==> src/rtl/core/mcsg_pkg.sv <==
// ----------------------------------------------------------------------------
// mcsg_pkg
// Shared types and constants for the midpoint circle span generator.
// ----------------------------------------------------------------------------
package mcsg_pkg;

  // input beat operation codes
  localparam logic MODE_START = 1'b0;
  localparam logic MODE_STEP  = 1'b1;

  // span sequencing within one step
  localparam int unsigned SPAN_MAX = 8;
  localparam int unsigned IDX_W    = $clog2(SPAN_MAX);

  // last span index for each kind of step
  localparam logic [IDX_W-1:0] IDX_LAST_NONE    = IDX_W'(0);
  localparam logic [IDX_W-1:0] IDX_LAST_FILL_LO = IDX_W'(1);
  localparam logic [IDX_W-1:0] IDX_LAST_FILL_HI = IDX_W'(3);
  localparam logic [IDX_W-1:0] IDX_LAST_OUTLINE = IDX_W'(SPAN_MAX - 1);

  // result tuser bit positions
  localparam int unsigned TUSER_NO_SPAN = 0;
  localparam int unsigned TUSER_DONE    = 1;
  localparam int unsigned TUSER_W       = 2;

  // control flags handed from the state unit to the span emitter
  typedef struct packed {
    logic no_span;
    logic filled;
    logic done;
  } mcsg_ctl_t;

endpackage

==> src/rtl/core/mcsg_state.sv <==
// ----------------------------------------------------------------------------
// mcsg_state
// Circle state registers and one midpoint iteration per accepted step beat.
// ----------------------------------------------------------------------------
module mcsg_state #(
  parameter int unsigned COORD_BITS  = 16,
  parameter int unsigned RADIUS_BITS = 14
) (
  input  logic                          clk,
  input  logic                          rst_n,
  input  logic                          acc,
  input  logic                          mode,
  input  logic signed [COORD_BITS-1:0]  center_x,
  input  logic signed [COORD_BITS-1:0]  center_y,
  input  logic [RADIUS_BITS-1:0]        radius,
  input  logic                          fill_mode,
  output logic                          job_load,
  output mcsg_pkg::mcsg_ctl_t           job_ctl,
  output logic signed [COORD_BITS-1:0]  job_cx,
  output logic signed [COORD_BITS-1:0]  job_cy,
  output logic [RADIUS_BITS:0]          job_xs,
  output logic [RADIUS_BITS:0]          job_ys
);

  localparam int unsigned XW  = RADIUS_BITS + 1;
  localparam int unsigned CHW = RADIUS_BITS + 3;
  localparam int unsigned EW  = RADIUS_BITS + 4;
  localparam int unsigned TW  = EW + 2;

  logic                          active_r, active_nxt;
  logic                          filled_r, filled_nxt;
  logic signed [COORD_BITS-1:0]  cx_r, cx_nxt;
  logic signed [COORD_BITS-1:0]  cy_r, cy_nxt;
  logic [XW-1:0]                 xs_r, xs_nxt;
  logic [XW-1:0]                 ys_r, ys_nxt;
  logic signed [CHW-1:0]         xch_r, xch_nxt;
  logic signed [CHW-1:0]         ych_r, ych_nxt;
  logic signed [EW-1:0]          rerr_r, rerr_nxt;

  logic                          live;
  logic signed [EW-1:0]          rerr_y;
  logic signed [TW-1:0]          test;
  logic                          x_move;
  logic [XW-1:0]                 xs_it, ys_it;
  logic signed [CHW-1:0]         xch_it;
  logic signed [EW-1:0]          rerr_it;

  // one midpoint iteration from the current point
  // xs is compared as signed since a zero radius steps it to minus one
  always_comb begin
    live    = active_r && !($signed(xs_r) < $signed(ys_r));
    ys_it   = ys_r + XW'(1);
    rerr_y  = rerr_r + EW'(ych_r);
    test    = (TW'(rerr_y) <<< 1) + TW'(xch_r);
    x_move  = (test > TW'(0));
    xs_it   = x_move ? (xs_r - XW'(1)) : xs_r;
    rerr_it = x_move ? (rerr_y + EW'(xch_r)) : rerr_y;
    xch_it  = x_move ? (xch_r + CHW'(2)) : xch_r;
  end

  // next state and job hand-off
  always_comb begin
    active_nxt = active_r;
    filled_nxt = filled_r;
    cx_nxt     = cx_r;
    cy_nxt     = cy_r;
    xs_nxt     = xs_r;
    ys_nxt     = ys_r;
    xch_nxt    = xch_r;
    ych_nxt    = ych_r;
    rerr_nxt   = rerr_r;
    job_load   = 1'b0;
    job_ctl    = '0;
    if (acc) begin
      if (mode == mcsg_pkg::MODE_START) begin
        active_nxt = 1'b1;
        filled_nxt = fill_mode;
        cx_nxt     = center_x;
        cy_nxt     = center_y;
        xs_nxt     = XW'(radius);
        ys_nxt     = '0;
        xch_nxt    = CHW'(1) - $signed({2'b00, radius, 1'b0});
        ych_nxt    = '0;
        rerr_nxt   = '0;
      end else begin
        job_load        = 1'b1;
        job_ctl.no_span = !live;
        job_ctl.filled  = filled_r;
        if (live) begin
          xs_nxt       = xs_it;
          ys_nxt       = ys_it;
          xch_nxt      = xch_it;
          ych_nxt      = ych_r + CHW'(2);
          rerr_nxt     = rerr_it;
          job_ctl.done = ($signed(xs_it) < $signed(ys_it));
          active_nxt   = !($signed(xs_it) < $signed(ys_it));
        end else begin
          active_nxt = 1'b0;
        end
      end
    end
  end

  assign job_cx = cx_r;
  assign job_cy = cy_r;
  assign job_xs = xs_r;
  assign job_ys = ys_r;

  // control state
  always_ff @(posedge clk) begin
    if (!rst_n) begin
      active_r <= 1'b0;
    end else begin
      active_r <= active_nxt;
    end
  end

  // circle payload
  always_ff @(posedge clk) begin
    filled_r <= filled_nxt;
    cx_r     <= cx_nxt;
    cy_r     <= cy_nxt;
    xs_r     <= xs_nxt;
    ys_r     <= ys_nxt;
    xch_r    <= xch_nxt;
    ych_r    <= ych_nxt;
    rerr_r   <= rerr_nxt;
  end

endmodule

==> src/rtl/core/mcsg_emit.sv <==
// ----------------------------------------------------------------------------
// mcsg_emit
// Holds one step's point, walks its spans and drives the result register.
// ----------------------------------------------------------------------------
module mcsg_emit #(
  parameter int unsigned COORD_BITS  = 16,
  parameter int unsigned RADIUS_BITS = 14
) (
  input  logic                          clk,
  input  logic                          rst_n,
  input  logic                          job_load,
  input  mcsg_pkg::mcsg_ctl_t           job_ctl,
  input  logic signed [COORD_BITS-1:0]  job_cx,
  input  logic signed [COORD_BITS-1:0]  job_cy,
  input  logic [RADIUS_BITS:0]          job_xs,
  input  logic [RADIUS_BITS:0]          job_ys,
  output logic                          job_ready,
  output logic                          res_valid,
  input  logic                          res_ready,
  output logic [COORD_BITS:0]           res_y,
  output logic [COORD_BITS:0]           res_left,
  output logic [COORD_BITS:0]           res_right,
  output logic                          res_last,
  output logic                          res_no_span,
  output logic                          res_done
);

  localparam int unsigned XW = RADIUS_BITS + 1;
  localparam int unsigned OW = COORD_BITS + 1;
  localparam int unsigned SW = ((COORD_BITS > XW) ? COORD_BITS : XW) + 2;

  logic                              job_vld_r;
  mcsg_pkg::mcsg_ctl_t               ctl_r;
  logic signed [COORD_BITS-1:0]      cx_r, cy_r;
  logic [XW-1:0]                     xs_r, ys_r;
  logic [mcsg_pkg::IDX_W-1:0]        idx_r;

  logic                              out_vld_r;
  logic [OW-1:0]                     y_r, left_r, right_r;
  logic [OW-1:0]                     y_nxt, left_nxt, right_nxt;
  logic                              last_r, nosp_r, done_r;

  logic signed [SW-1:0]              cxe, cye, xse, yse;
  logic signed [SW-1:0]              row_pys, row_mys, row_pxs, row_mxs;
  logic signed [SW-1:0]              col_mxs, col_pxs, col_mys, col_pys, col_pys1;
  logic [mcsg_pkg::IDX_W-1:0]        idx_last;
  logic                              is_last;
  logic                              adv;

  // candidate rows and columns around the center
  always_comb begin
    cxe      = SW'(cx_r);
    cye      = SW'(cy_r);
    xse      = $signed({{(SW-XW){1'b0}}, xs_r});
    yse      = $signed({{(SW-XW){1'b0}}, ys_r});
    row_pys  = cye + yse;
    row_mys  = cye - yse;
    row_pxs  = cye + xse;
    row_mxs  = cye - xse;
    col_mxs  = cxe - xse;
    col_pxs  = cxe + xse;
    col_mys  = cxe - yse;
    col_pys  = cxe + yse;
    col_pys1 = col_pys - SW'(1);
  end

  // span count for the held step
  always_comb begin
    if (ctl_r.no_span) begin
      idx_last = mcsg_pkg::IDX_LAST_NONE;
    end else if (ctl_r.filled) begin
      idx_last = (ys_r == '0) ? mcsg_pkg::IDX_LAST_FILL_LO : mcsg_pkg::IDX_LAST_FILL_HI;
    end else begin
      idx_last = mcsg_pkg::IDX_LAST_OUTLINE;
    end
    is_last = (idx_r == idx_last);
  end

  // span select for the current index
  always_comb begin
    y_nxt     = '0;
    left_nxt  = '0;
    right_nxt = '0;
    if (ctl_r.no_span) begin
      y_nxt = '0;
    end else if (ctl_r.filled) begin
      case (idx_r)
        3'd0: begin
          y_nxt = OW'(row_pys); left_nxt = OW'(col_mxs); right_nxt = OW'(col_pxs);
        end
        3'd1: begin
          y_nxt = OW'(row_mys); left_nxt = OW'(col_mxs); right_nxt = OW'(col_pxs);
        end
        3'd2: begin
          y_nxt = OW'(row_pxs); left_nxt = OW'(col_mys); right_nxt = OW'(col_pys1);
        end
        default: begin
          y_nxt = OW'(row_mxs); left_nxt = OW'(col_mys); right_nxt = OW'(col_pys1);
        end
      endcase
    end else begin
      case (idx_r)
        3'd0: begin
          y_nxt = OW'(row_pys); left_nxt = OW'(col_mxs);
        end
        3'd1: begin
          y_nxt = OW'(row_mys); left_nxt = OW'(col_mxs);
        end
        3'd2: begin
          y_nxt = OW'(row_mys); left_nxt = OW'(col_pxs);
        end
        3'd3: begin
          y_nxt = OW'(row_pys); left_nxt = OW'(col_pxs);
        end
        3'd4: begin
          y_nxt = OW'(row_pxs); left_nxt = OW'(col_mys);
        end
        3'd5: begin
          y_nxt = OW'(row_mxs); left_nxt = OW'(col_mys);
        end
        3'd6: begin
          y_nxt = OW'(row_mxs); left_nxt = OW'(col_pys);
        end
        default: begin
          y_nxt = OW'(row_pxs); left_nxt = OW'(col_pys);
        end
      endcase
      right_nxt = left_nxt;
    end
  end

  // handshake between the job slot and the result register
  assign adv       = job_vld_r && (!out_vld_r || res_ready);
  assign job_ready = !job_vld_r || (adv && is_last);

  // job slot and span index
  always_ff @(posedge clk) begin
    if (!rst_n) begin
      job_vld_r <= 1'b0;
      idx_r     <= '0;
    end else if (job_load) begin
      job_vld_r <= 1'b1;
      idx_r     <= '0;
    end else if (adv && is_last) begin
      job_vld_r <= 1'b0;
    end else if (adv) begin
      idx_r <= idx_r + mcsg_pkg::IDX_W'(1);
    end
  end

  // held point of the step
  always_ff @(posedge clk) begin
    if (job_load) begin
      ctl_r <= job_ctl;
      cx_r  <= job_cx;
      cy_r  <= job_cy;
      xs_r  <= job_xs;
      ys_r  <= job_ys;
    end
  end

  // result valid
  always_ff @(posedge clk) begin
    if (!rst_n) begin
      out_vld_r <= 1'b0;
    end else if (adv) begin
      out_vld_r <= 1'b1;
    end else if (res_ready) begin
      out_vld_r <= 1'b0;
    end
  end

  // result payload
  always_ff @(posedge clk) begin
    if (adv) begin
      y_r     <= y_nxt;
      left_r  <= left_nxt;
      right_r <= right_nxt;
      last_r  <= is_last;
      nosp_r  <= ctl_r.no_span;
      done_r  <= is_last && ctl_r.done;
    end
  end

  assign res_valid   = out_vld_r;
  assign res_y       = y_r;
  assign res_left    = left_r;
  assign res_right   = right_r;
  assign res_last    = last_r;
  assign res_no_span = nosp_r;
  assign res_done    = done_r;

  // an idle step has a single beat
  a_nospan_single: assert property (@(posedge clk) disable iff (!rst_n)
    job_vld_r && ctl_r.no_span |-> idx_r == '0)
    else $error("no-span step walked past its only beat");

  // filled step on row zero gives two spans only
  a_fill_row0: assert property (@(posedge clk) disable iff (!rst_n)
    job_vld_r && !ctl_r.no_span && ctl_r.filled && ys_r == '0
      |-> idx_r <= mcsg_pkg::IDX_LAST_FILL_LO)
    else $error("filled row-zero step exceeded two spans");

  // end of circle only flagged on the closing beat
  a_done_last: assert property (@(posedge clk) disable iff (!rst_n)
    out_vld_r && done_r |-> last_r && !nosp_r)
    else $error("circle done flagged off the last beat");

  // a new job only lands in a free slot
  a_load_free: assert property (@(posedge clk) disable iff (!rst_n)
    job_load |-> job_ready)
    else $error("step job loaded over a busy slot");

endmodule

==> src/rtl/core/midpoint_circle_span_generator.sv <==
// ----------------------------------------------------------------------------
// midpoint_circle_span_generator
// Loads a circle on a start beat, then emits the horizontal spans of one
// midpoint iteration for every step beat.
// ----------------------------------------------------------------------------
// result path: an accepted step beat is held in the job slot, and its first result
//   beat then moves into the result register once that is free; start beats
//   produce no result
// throughput: one result beat per cycle while out_tready takes them; a step
//   gives 1, 2, 4 or 8 beats, so filled circles give 2-4 and outlines 8 beats a step
// reset: synchronous active-low rst_n clears the active flag and both valids
// ----------------------------------------------------------------------------
module midpoint_circle_span_generator #(
  parameter int unsigned COORD_BITS  = 16,
  parameter int unsigned RADIUS_BITS = 14
) (
  input  logic                                         clk,
  input  logic                                         rst_n,
  input  logic                                         in_tvalid,
  output logic                                         in_tready,
  // center_x, center_y, radius, fill_mode (from bit 0 up)
  input  logic [((2*COORD_BITS+RADIUS_BITS+1+7)/8)*8-1:0] in_tdata,
  // mode
  input  logic                                         in_tuser,
  output logic                                         out_tvalid,
  input  logic                                         out_tready,
  // span_y, span_left, span_right (from bit 0 up)
  output logic [((3*(COORD_BITS+1)+7)/8)*8-1:0]        out_tdata,
  // no_span, circle_done (from bit 0 up)
  output logic [mcsg_pkg::TUSER_W-1:0]                 out_tuser,
  output logic                                         out_tlast
);

  localparam int unsigned OW      = COORD_BITS + 1;
  localparam int unsigned OUT_TW  = ((3*OW + 7) / 8) * 8;
  localparam int unsigned CX_LO   = 0;
  localparam int unsigned CY_LO   = CX_LO + COORD_BITS;
  localparam int unsigned RAD_LO  = CY_LO + COORD_BITS;
  localparam int unsigned FILL_AT = RAD_LO + RADIUS_BITS;

  logic                          acc;
  logic                          job_load;
  logic                          job_ready;
  mcsg_pkg::mcsg_ctl_t           job_ctl;
  logic signed [COORD_BITS-1:0]  job_cx, job_cy;
  logic [RADIUS_BITS:0]          job_xs, job_ys;
  logic [OW-1:0]                 res_y, res_left, res_right;
  logic                          res_no_span, res_done;

  // input beat acceptance
  assign in_tready = job_ready;
  assign acc       = in_tvalid && in_tready;

  mcsg_state #(
    .COORD_BITS  (COORD_BITS),
    .RADIUS_BITS (RADIUS_BITS)
  ) u_state (
    .clk       (clk),
    .rst_n     (rst_n),
    .acc       (acc),
    .mode      (in_tuser),
    .center_x  ($signed(in_tdata[CX_LO +: COORD_BITS])),
    .center_y  ($signed(in_tdata[CY_LO +: COORD_BITS])),
    .radius    (in_tdata[RAD_LO +: RADIUS_BITS]),
    .fill_mode (in_tdata[FILL_AT]),
    .job_load  (job_load),
    .job_ctl   (job_ctl),
    .job_cx    (job_cx),
    .job_cy    (job_cy),
    .job_xs    (job_xs),
    .job_ys    (job_ys)
  );

  mcsg_emit #(
    .COORD_BITS  (COORD_BITS),
    .RADIUS_BITS (RADIUS_BITS)
  ) u_emit (
    .clk         (clk),
    .rst_n       (rst_n),
    .job_load    (job_load),
    .job_ctl     (job_ctl),
    .job_cx      (job_cx),
    .job_cy      (job_cy),
    .job_xs      (job_xs),
    .job_ys      (job_ys),
    .job_ready   (job_ready),
    .res_valid   (out_tvalid),
    .res_ready   (out_tready),
    .res_y       (res_y),
    .res_left    (res_left),
    .res_right   (res_right),
    .res_last    (out_tlast),
    .res_no_span (res_no_span),
    .res_done    (res_done)
  );

  // result beat packing
  assign out_tdata = OUT_TW'({res_right, res_left, res_y});
  always_comb begin
    out_tuser                          = '0;
    out_tuser[mcsg_pkg::TUSER_NO_SPAN] = res_no_span;
    out_tuser[mcsg_pkg::TUSER_DONE]    = res_done;
  end

endmodule

==> config.mk <==
export PLATFORM = sky130hd
export DESIGN_NAME = midpoint_circle_span_generator
export DESIGN_NICKNAME = d
export VERILOG_FILES = /design/src/rtl/core/mcsg_pkg.sv /design/src/rtl/core/mcsg_state.sv /design/src/rtl/core/mcsg_emit.sv /design/src/rtl/core/midpoint_circle_span_generator.sv
export SDC_FILE = /design/constraint.sdc
export NUM_CORES = 1
export LEC_CHECK = 0
export BUFFER_PORTS_ARGS = -buffer_cell sky130_fd_sc_hd__buf_2
export CAP_MARGIN = 10
export CORE_ASPECT_RATIO = 2
export CORE_MARGIN = 2
export CORE_UTILIZATION = 52
export DETAILED_ROUTE_END_ITERATION = 6
export GPL_ROUTABILITY_DRIVEN = 0
export PLACE_DENSITY = 0.83
export SLEW_MARGIN = 25
export SYNTH_ARGS = -nofsm -noshare
export SYNTH_HDL_FRONTEND = slang
export SYNTH_SLANG_ARGS = --single-unit
export TNS_END_PERCENT = 50
==> constraint.sdc <==
create_clock -name clk -period 6.5 [get_ports clk]
set_input_delay 0 -clock clk [delete_from_list [all_inputs] [get_ports clk]]
set_output_delay 0 -clock clk [all_outputs]
set_load 0.03 [all_outputs]
==> flow_summary_export.csv, run 1 <==
group,metric,value,unit
sta,setup_viol,0,
die,die-area,39800,µm²
clocking,clockRootBuffer,"clkbuf_16",
min_path,worstHoldPathCells,3,
cells_and_area,multi_input_area,12000,µm²
logic_synthesis,ys_types,90,
die,rows,101,
cells_and_area,layout.cells.non_filler,2718,
sta,skew,0.0232,ns
cells_and_area,design_area,22300,µm²
setup_path,critPathMaxStageDelay,0.40,ns
power_and_ir_drop,finalPower,5.66,mW
global_routing,top_usage_layer,"met2",
logic_synthesis,synthFlopType,"edfxtp_1",
die,io_pins,114,
place,place_hpwl,45.5,mm
drt,wl,59.8,mm
sta,slew_headroom,21.2,%
logic_synthesis,async_flop_share,0,%
drt,firstDrtPassIters,7,
job,drv_cap,0,
cells_and_area,final_cell_mix,"edfxtp_1, ha_1, nor2_1, xnor2_1, a21oi_1",
cells_and_area,layout_commonest_cell,"edfxtp_1",
die,die_x,142,µm
setup_path,arrival,6.73,ns
global_routing,grt_pass1_vias,17900,
global_routing,grt_overflow_total,0,
power_and_ir_drop,p_leak,8.93,nW
logic_synthesis,synth_enable_flop_cells,232,
min_path,hold_path_class,"in -> reg",
logic_synthesis,ys_seq_elements,238,
place,dp_worst_setup_slack,-0.0901,ns
place,dpl_cell_area,20900,µm²
drt,vias,17500,
place,portBuffers,107,
cells_and_area,syn_to_final_growth,12.4,%
die,coreArea,37800,µm²
logic_synthesis,postSynthCellCount,2097,
sta,holdWs,0.0367,ns
sta,setup_tns,0,ns
power_and_ir_drop,powerDensity,254,nW/µm²
global_routing,met1_usage,27.8,%
setup_path,setup.worst_path.end_class,"flip-flop",
sta,rsz0062_at_grt,"yes",
setup_path,crit_buf_inv,1,
logic_synthesis,synth-warning-count,0,
global_routing,grt_start_max_net_pins,100,
place,placed_cells,2622,
clocking,numCtsBuffers,22,
sta,fin_ws,0.179,ns
sta,fmax,0.158,GHz
sta,worst_pin_slew,1.18,ns
global_routing,grt_pass1_wl,92.7,mm
logic_synthesis,syn-cell-area,19800,µm²
drt,wl_per_cell,22.0,µm
run_status,status,"finished, violations left",
sta,drv_slew,0,
drt,viasPerCell,6.43,
sta,finalHoldViolCount,0,
clocking,worstSkewPairLatency,0.54,ns
global_routing,grt.met2_usage,55.6,%
setup_path,worst_ep_required_time,6.90,ns
setup_path,slowest_stage,"edfxtp_1",
sta,fin_crit,6.32,ns
setup_path,r2r_cells,29,
die,initial_utilization,52.5,%
setup_path,critPathTopFamily,"compound AO/OA/AOI/OAI gates",
logic_synthesis,synth_top_area_share,35.1,%
power_and_ir_drop,ir_drop,0.324,mV
cells_and_area,layout.nets,2509,
run_status,violations,"DRC",
die,die_h,280,µm
clocking,cts_tree,"yes",
logic_synthesis,seq_area_frac_synth,35.7,%
setup_path,cp.depth,29,
setup_path,critical_path.max_fanout,3,
logic_synthesis,avgSynthCellArea,9.46,µm²
clocking,clkTransAtPathRegs,0.07,ns
clocking,h-tree-depth,1,
cells_and_area,drive_gt1_share,11.2,%
cells_and_area,utilization,59.0,%
drt,drtIter0Drc,1247,
cells_and_area,fillers,3032,
global_routing,use_met3,4.56,%
sta,finalCritPeriodShare,97.2,%
global_routing,antenna_found_initial,0,
clocking,cts.sinks,238,
logic_synthesis,synth_top_cell_by_area,"edfxtp_1",
drt,ant_nets,0,
cells_and_area,diodes,0,
setup_path,cp-start-kind,"flip-flop",
clocking,clock_path_buffers,3,
global_routing,grtUsageTotal,30.1,%
setup_path,crit_type,"reg -> reg",
drt,drc,1,
logic_synthesis,synth_area_leaders,"edfxtp_1, ha_1, xnor2_1",
cells_and_area,seqCellArea,7090,µm²
==> cell families after synthesis <==
family,synth area share [%]
flip-flops,35.7
buffers and inverters,4.39
AO/OA/AOI/OAI,17.8
AND/OR/NAND/NOR,15.7
other,0.0189
adder cells (fa/ha/maj),14.1
XOR/XNOR,9.19
multiplexers,3.19
==> what timing repair did <==
action / in CTS / in global routing
hold buffers: 50 / 0
setup endpoints to repair: 2 / 2
pin swaps: 0 / 13
endpoints found under the hold margin: 84 / 0
resized for setup: 3 / 17
buffers inserted: 0 / 4
==> per-layer routing <==
| metal | vias to the layer above | wire length, µm |
|---|---|---|
| met5 | - | 0 |
| met1 | 8191 | 18200 |
| met2 | 932 | 31300 |
| li1 | 7938 | - |
| met3 | 413 | 3680 |
| met4 | 0 | 6660 |
==> worst register-to-register path: cells and delay by family (launching register included) <==
kind	cells	cell delay [ns]
AND/OR/NAND/NOR	8	1.18
XOR/XNOR	2	0.34
buffers and inverters	1	0.18
adder cells (fa/ha/maj)	4	1.17
AO/OA/AOI/OAI	14	2.93
flip-flops	1	0.40
==> state kept, by name, summed over array words and instances, names as in the netlist <==
name,cells
u_emit.ys_r,15
u_emit.idx_r,3
u_emit.res_left,17
u_emit.xs_r,15
u_state.xch_r,16
u_emit.res_done,1
u_emit.ctl_r,3
u_state.rerr_r,18
u_emit.res_no_span,1
u_state.job_ys,15
u_emit.cx_r,16
u_emit.res_last,1
u_state.job_cx,16
u_state.filled_r,1
u_state.ych_r,16
u_emit.res_valid,1
u_emit.cy_r,16
u_state.job_cy,16
u_emit.res_y,17
u_state.active_r,1
u_emit.job_vld_r,1
u_state.job_xs,15
u_emit.res_right,17
==> Yosys cell counts (all sizes together) (16+ instances only) <==
master / instances
or3: 17
nand3: 40
mux2i: 34
o22ai: 17
buf: 23
o211ai: 20
edfxtp: 232
nand2: 133
a31oi: 16
clkbuf: 70
a21o: 34
o21ai: 113
a211oi: 26
nand2b: 24
nor2: 184
nor4: 18
nor3: 64
inv: 122
ha: 207
mux2: 16
xnor2: 153
and2: 28
xor2: 55
o21bai: 22
o31ai: 16
a21oi: 140
nor2b: 56
==> power by group <==
group / total [mW] / internal (mW) / switching [mW]
combinational: 2.42 / 1.00 / 1.42
clock: 1.30 / 0.715 / 0.583
sequential: 1.94 / 1.85 / 0.0942
==> final timing paths <==
kind,from,slack [ns],to
worst max-delay path,u_state.ych_r[1],0.18,u_emit.ctl_r[0]
worst min-delay path,in_tvalid,0.04,u_emit.job_vld_r
worst max register to register,u_state.ych_r[1],0.18,u_emit.ctl_r[0]
worst min register to register,u_state.job_cy[12],0.41,u_emit.cy_r[12]
==> area by class of cell <==
cell class | instances | area share, %
multi-input combinational | 1646 | 53.9
timing repair buffer | 207 | 6.49
clock buffer | 32 | 2.82
clock inverter | 8 | 0.314
sequential | 238 | 31.8
tap | 463 | 2.60
inverter | 124 | 2.10
No activity file was read; power rests on OpenSTA's default activity.
==> run 2, diff against run 1 <==
--- a/config.mk
+++ b/config.mk
@@ -12,6 +12,7 @@
 export CORE_UTILIZATION = 52
 export DETAILED_ROUTE_END_ITERATION = 6
 export GPL_ROUTABILITY_DRIVEN = 0
+export GPL_TIMING_DRIVEN = 0
 export PLACE_DENSITY = 0.83
 export SLEW_MARGIN = 25
 export SYNTH_ARGS = -nofsm -noshare
==> flow_summary_export.csv, run 2 (synthesis results as in run 1) <==
group,metric,value,unit
cells_and_area,layout.cells.non_filler,2793,
clocking,cts.sinks,238,
setup_path,cp-start-kind,"flip-flop",
place,portBuffers,107,
run_status,violations,"DRC, setup timing",
cells_and_area,diodes,0,
sta,worst_pin_slew,1.07,ns
setup_path,slowest_stage,"edfxtp_1",
clocking,clockRootBuffer,"clkbuf_16",
min_path,hold_path_class,"in -> reg",
place,dp_worst_setup_slack,-1.14,ns
cells_and_area,largest_register_ffs,18,
cells_and_area,drive_gt1_share,11.2,%
sta,slew_headroom,28.5,%
cells_and_area,regMostFlops,"u_state.rerr_r",
setup_path,arrival,7.00,ns
drt,drc,3,
die,die_h,280,µm
global_routing,grtUsageTotal,32.7,%
sta,fin_ws,-0.0589,ns
cells_and_area,layout_commonest_cell,"edfxtp_1",
die,io_pins,114,
setup_path,r2r_setup_slack,-0.06,ns
sta,finalHoldViolCount,0,
sta,finalCritPeriodShare,101,%
setup_path,setup.worst_path.end_class,"flip-flop",
die,die-area,39800,µm²
drt,firstDrtPassIters,7,
setup_path,worst_ep_required_time,6.95,ns
setup_path,reg2reg_to,"u_state.active_r",
setup_path,crit_type,"reg -> reg",
setup_path,critical_path.max_fanout,4,
job,drv_cap,0,
cells_and_area,final_cell_mix,"edfxtp_1, ha_1, nor2_1, xnor2_1, a21oi_1",
power_and_ir_drop,p_int,3.57,mW
global_routing,grt_start_max_net_pins,56,
cells_and_area,layout.nets,2583,
die,initial_utilization,52.5,%
power_and_ir_drop,p_sw_share,38.2,%
global_routing,top_usage_layer,"met2",
global_routing,grt.met2_usage,58.7,%
sta,setup_tns,-0.104,ns
clocking,cts_tree,"yes",
drt,wl_per_cell,23.4,µm
power_and_ir_drop,switchingPower,2.21,mW
min_path,min_to,"u_emit.ctl_r[2]",
power_and_ir_drop,seq_power_share,33.7,%
place,placed_cells,2678,
sta,setup_viol,2,
clocking,clock_path_buffers,3,
drt,ant_nets,0,
drt,wl,65.3,mm
place,place_hpwl,49.3,mm
power_and_ir_drop,pwr-share-clk,22.1,%
global_routing,met1_usage,29.5,%
sta,skew,0.0371,ns
drt,drtIter0Drc,1546,
setup_path,crit-reg2reg-launch,"u_state.ych_r[2]",
clocking,worstSkewPairLatency,0.56,ns
run_status,status,"finished, violations left",
global_routing,antenna_found_initial,0,
power_and_ir_drop,p_leak,9.08,nW
clocking,clkTransAtPathRegs,0.07,ns
sta,fmax,0.152,GHz
global_routing,grt_pass1_vias,18500,
setup_path,crit_buf_inv,2,
power_and_ir_drop,pwr-share-comb,44.2,%
power_and_ir_drop,ir_drop,0.288,mV
clocking,h-tree-depth,1,
setup_path,critPathTopFamily,"compound AO/OA/AOI/OAI gates",
sta,drv_slew,0,
drt,vias,17900,
global_routing,use_met3,6.61,%
drt,viasPerCell,6.41,
cells_and_area,syn_to_final_growth,14.6,%
global_routing,grt_pass1_wl,98.9,mm
setup_path,r2r_cells,28,
die,die_x,142,µm
die,coreArea,37800,µm²
clocking,numCtsBuffers,23,
power_and_ir_drop,powerDensity,254,nW/µm²
min_path,hp-start,"in_tuser",
global_routing,grt_overflow_total,0,
min_path,worstHoldPathCells,3,
setup_path,critPathMaxStageDelay,0.45,ns
sta,fin_crit,6.56,ns
die,rows,101,
sta,rsz0062_at_grt,"yes",
run 2: changes by cell type in the layout (fill, tap and decap cells not counted), moves of 4 or more:
cell      delta
a21oi_2      +4
buf_1       +10
buf_2        +5
buf_4       -19
clkbuf_1    +65
run 2: cell type report:
| cell class | count | area [µm²] |
|---|---|---|
| Inverter | 124 | 470 |
| Clock buffer | 29 | 628 |
| Clock inverter | 13 | 73.8 |
| Sequential cell | 238 | 7090 |
| Multi-Input combinational cell | 1646 | 12100 |
| Tap cell | 463 | 579 |
| Timing Repair Buffer | 187 | 1350 |
| Buffer | 93 | 405 |
| Fill cell | 3055 | 15100 |
run 2: repair_timing:
item | 4_1_cts | 5_1_grt
cloned | 0 | 0
endpoints found under the hold margin | 68 | 0
pin swaps | 11 | 19
buffers inserted | 10 | 12
hold buffers | 50 | 0
gates resized for setup | 16 | 21
setup endpoints to repair | 18 | 14
run 2: metal layers:
metal	up-vias	routed length, µm
li1	8079	-
met1	8275	19400
met2	1070	32900
met3	479	4910
met4	0	8030
met5	-	0
run 2: worst max path at each step:
| stage | start | to | cells past startpoint |
|---|---|---|---|
| finish | u_state.ych_r[2] | u_state.active_r | 28 |
| CTS | u_state.rerr_r[1] | u_emit.ctl_r[0] | 28 |
| global placement | u_emit.ys_r[1] | u_state.job_ys[2] | 8 |
| floorplan | u_state.ych_r[1] | u_state.active_r | 27 |
| detailed placement | u_state.ych_r[1] | u_emit.ctl_r[0] | 28 |
| global route | u_state.ych_r[2] | u_state.active_r | 28 |
run 2: stage by stage:
| stage | utilization, % | power [mW] | instance area (µm²) | hold slack, ns |
|---|---|---|---|---|
| 6_report | 60.1 | 5.78 | 22700 | 0.0776 |
| 5_1_grt | 60.1 | 6.05 | 22700 | 0.117 |
| 2_1_floorplan | - | 3.63 | 19800 | 0.0989 |
| 4_1_cts | 59.5 | 5.60 | 22500 | 0.0707 |
| 3_5_place_dp | 56.0 | 4.24 | 21100 | 0.178 |
| 3_3_place_gp | 55.5 | 4.12 | 21000 | 0.177 |
run 2: power groups by stage:
stage               Sequential, mW  Clock (mW)  Combinational (mW)
floorplan                     1.98           0                1.65
global placement              1.98           0                2.15
detailed placement            1.97           0                2.27
CTS                           1.94        1.30                2.36
global route                  1.95        1.35                2.75
finish                        1.94        1.28                2.55
run 2: worst register-to-register path: cells and delay by family, from the launching register on:
kind	cells	cell delay [ns]
compound gates	15	3.16
xor+xnor	2	0.40
fa+ha+maj	3	0.99
buf+inv	2	0.33
flops	1	0.45
simple gates	6	1.10
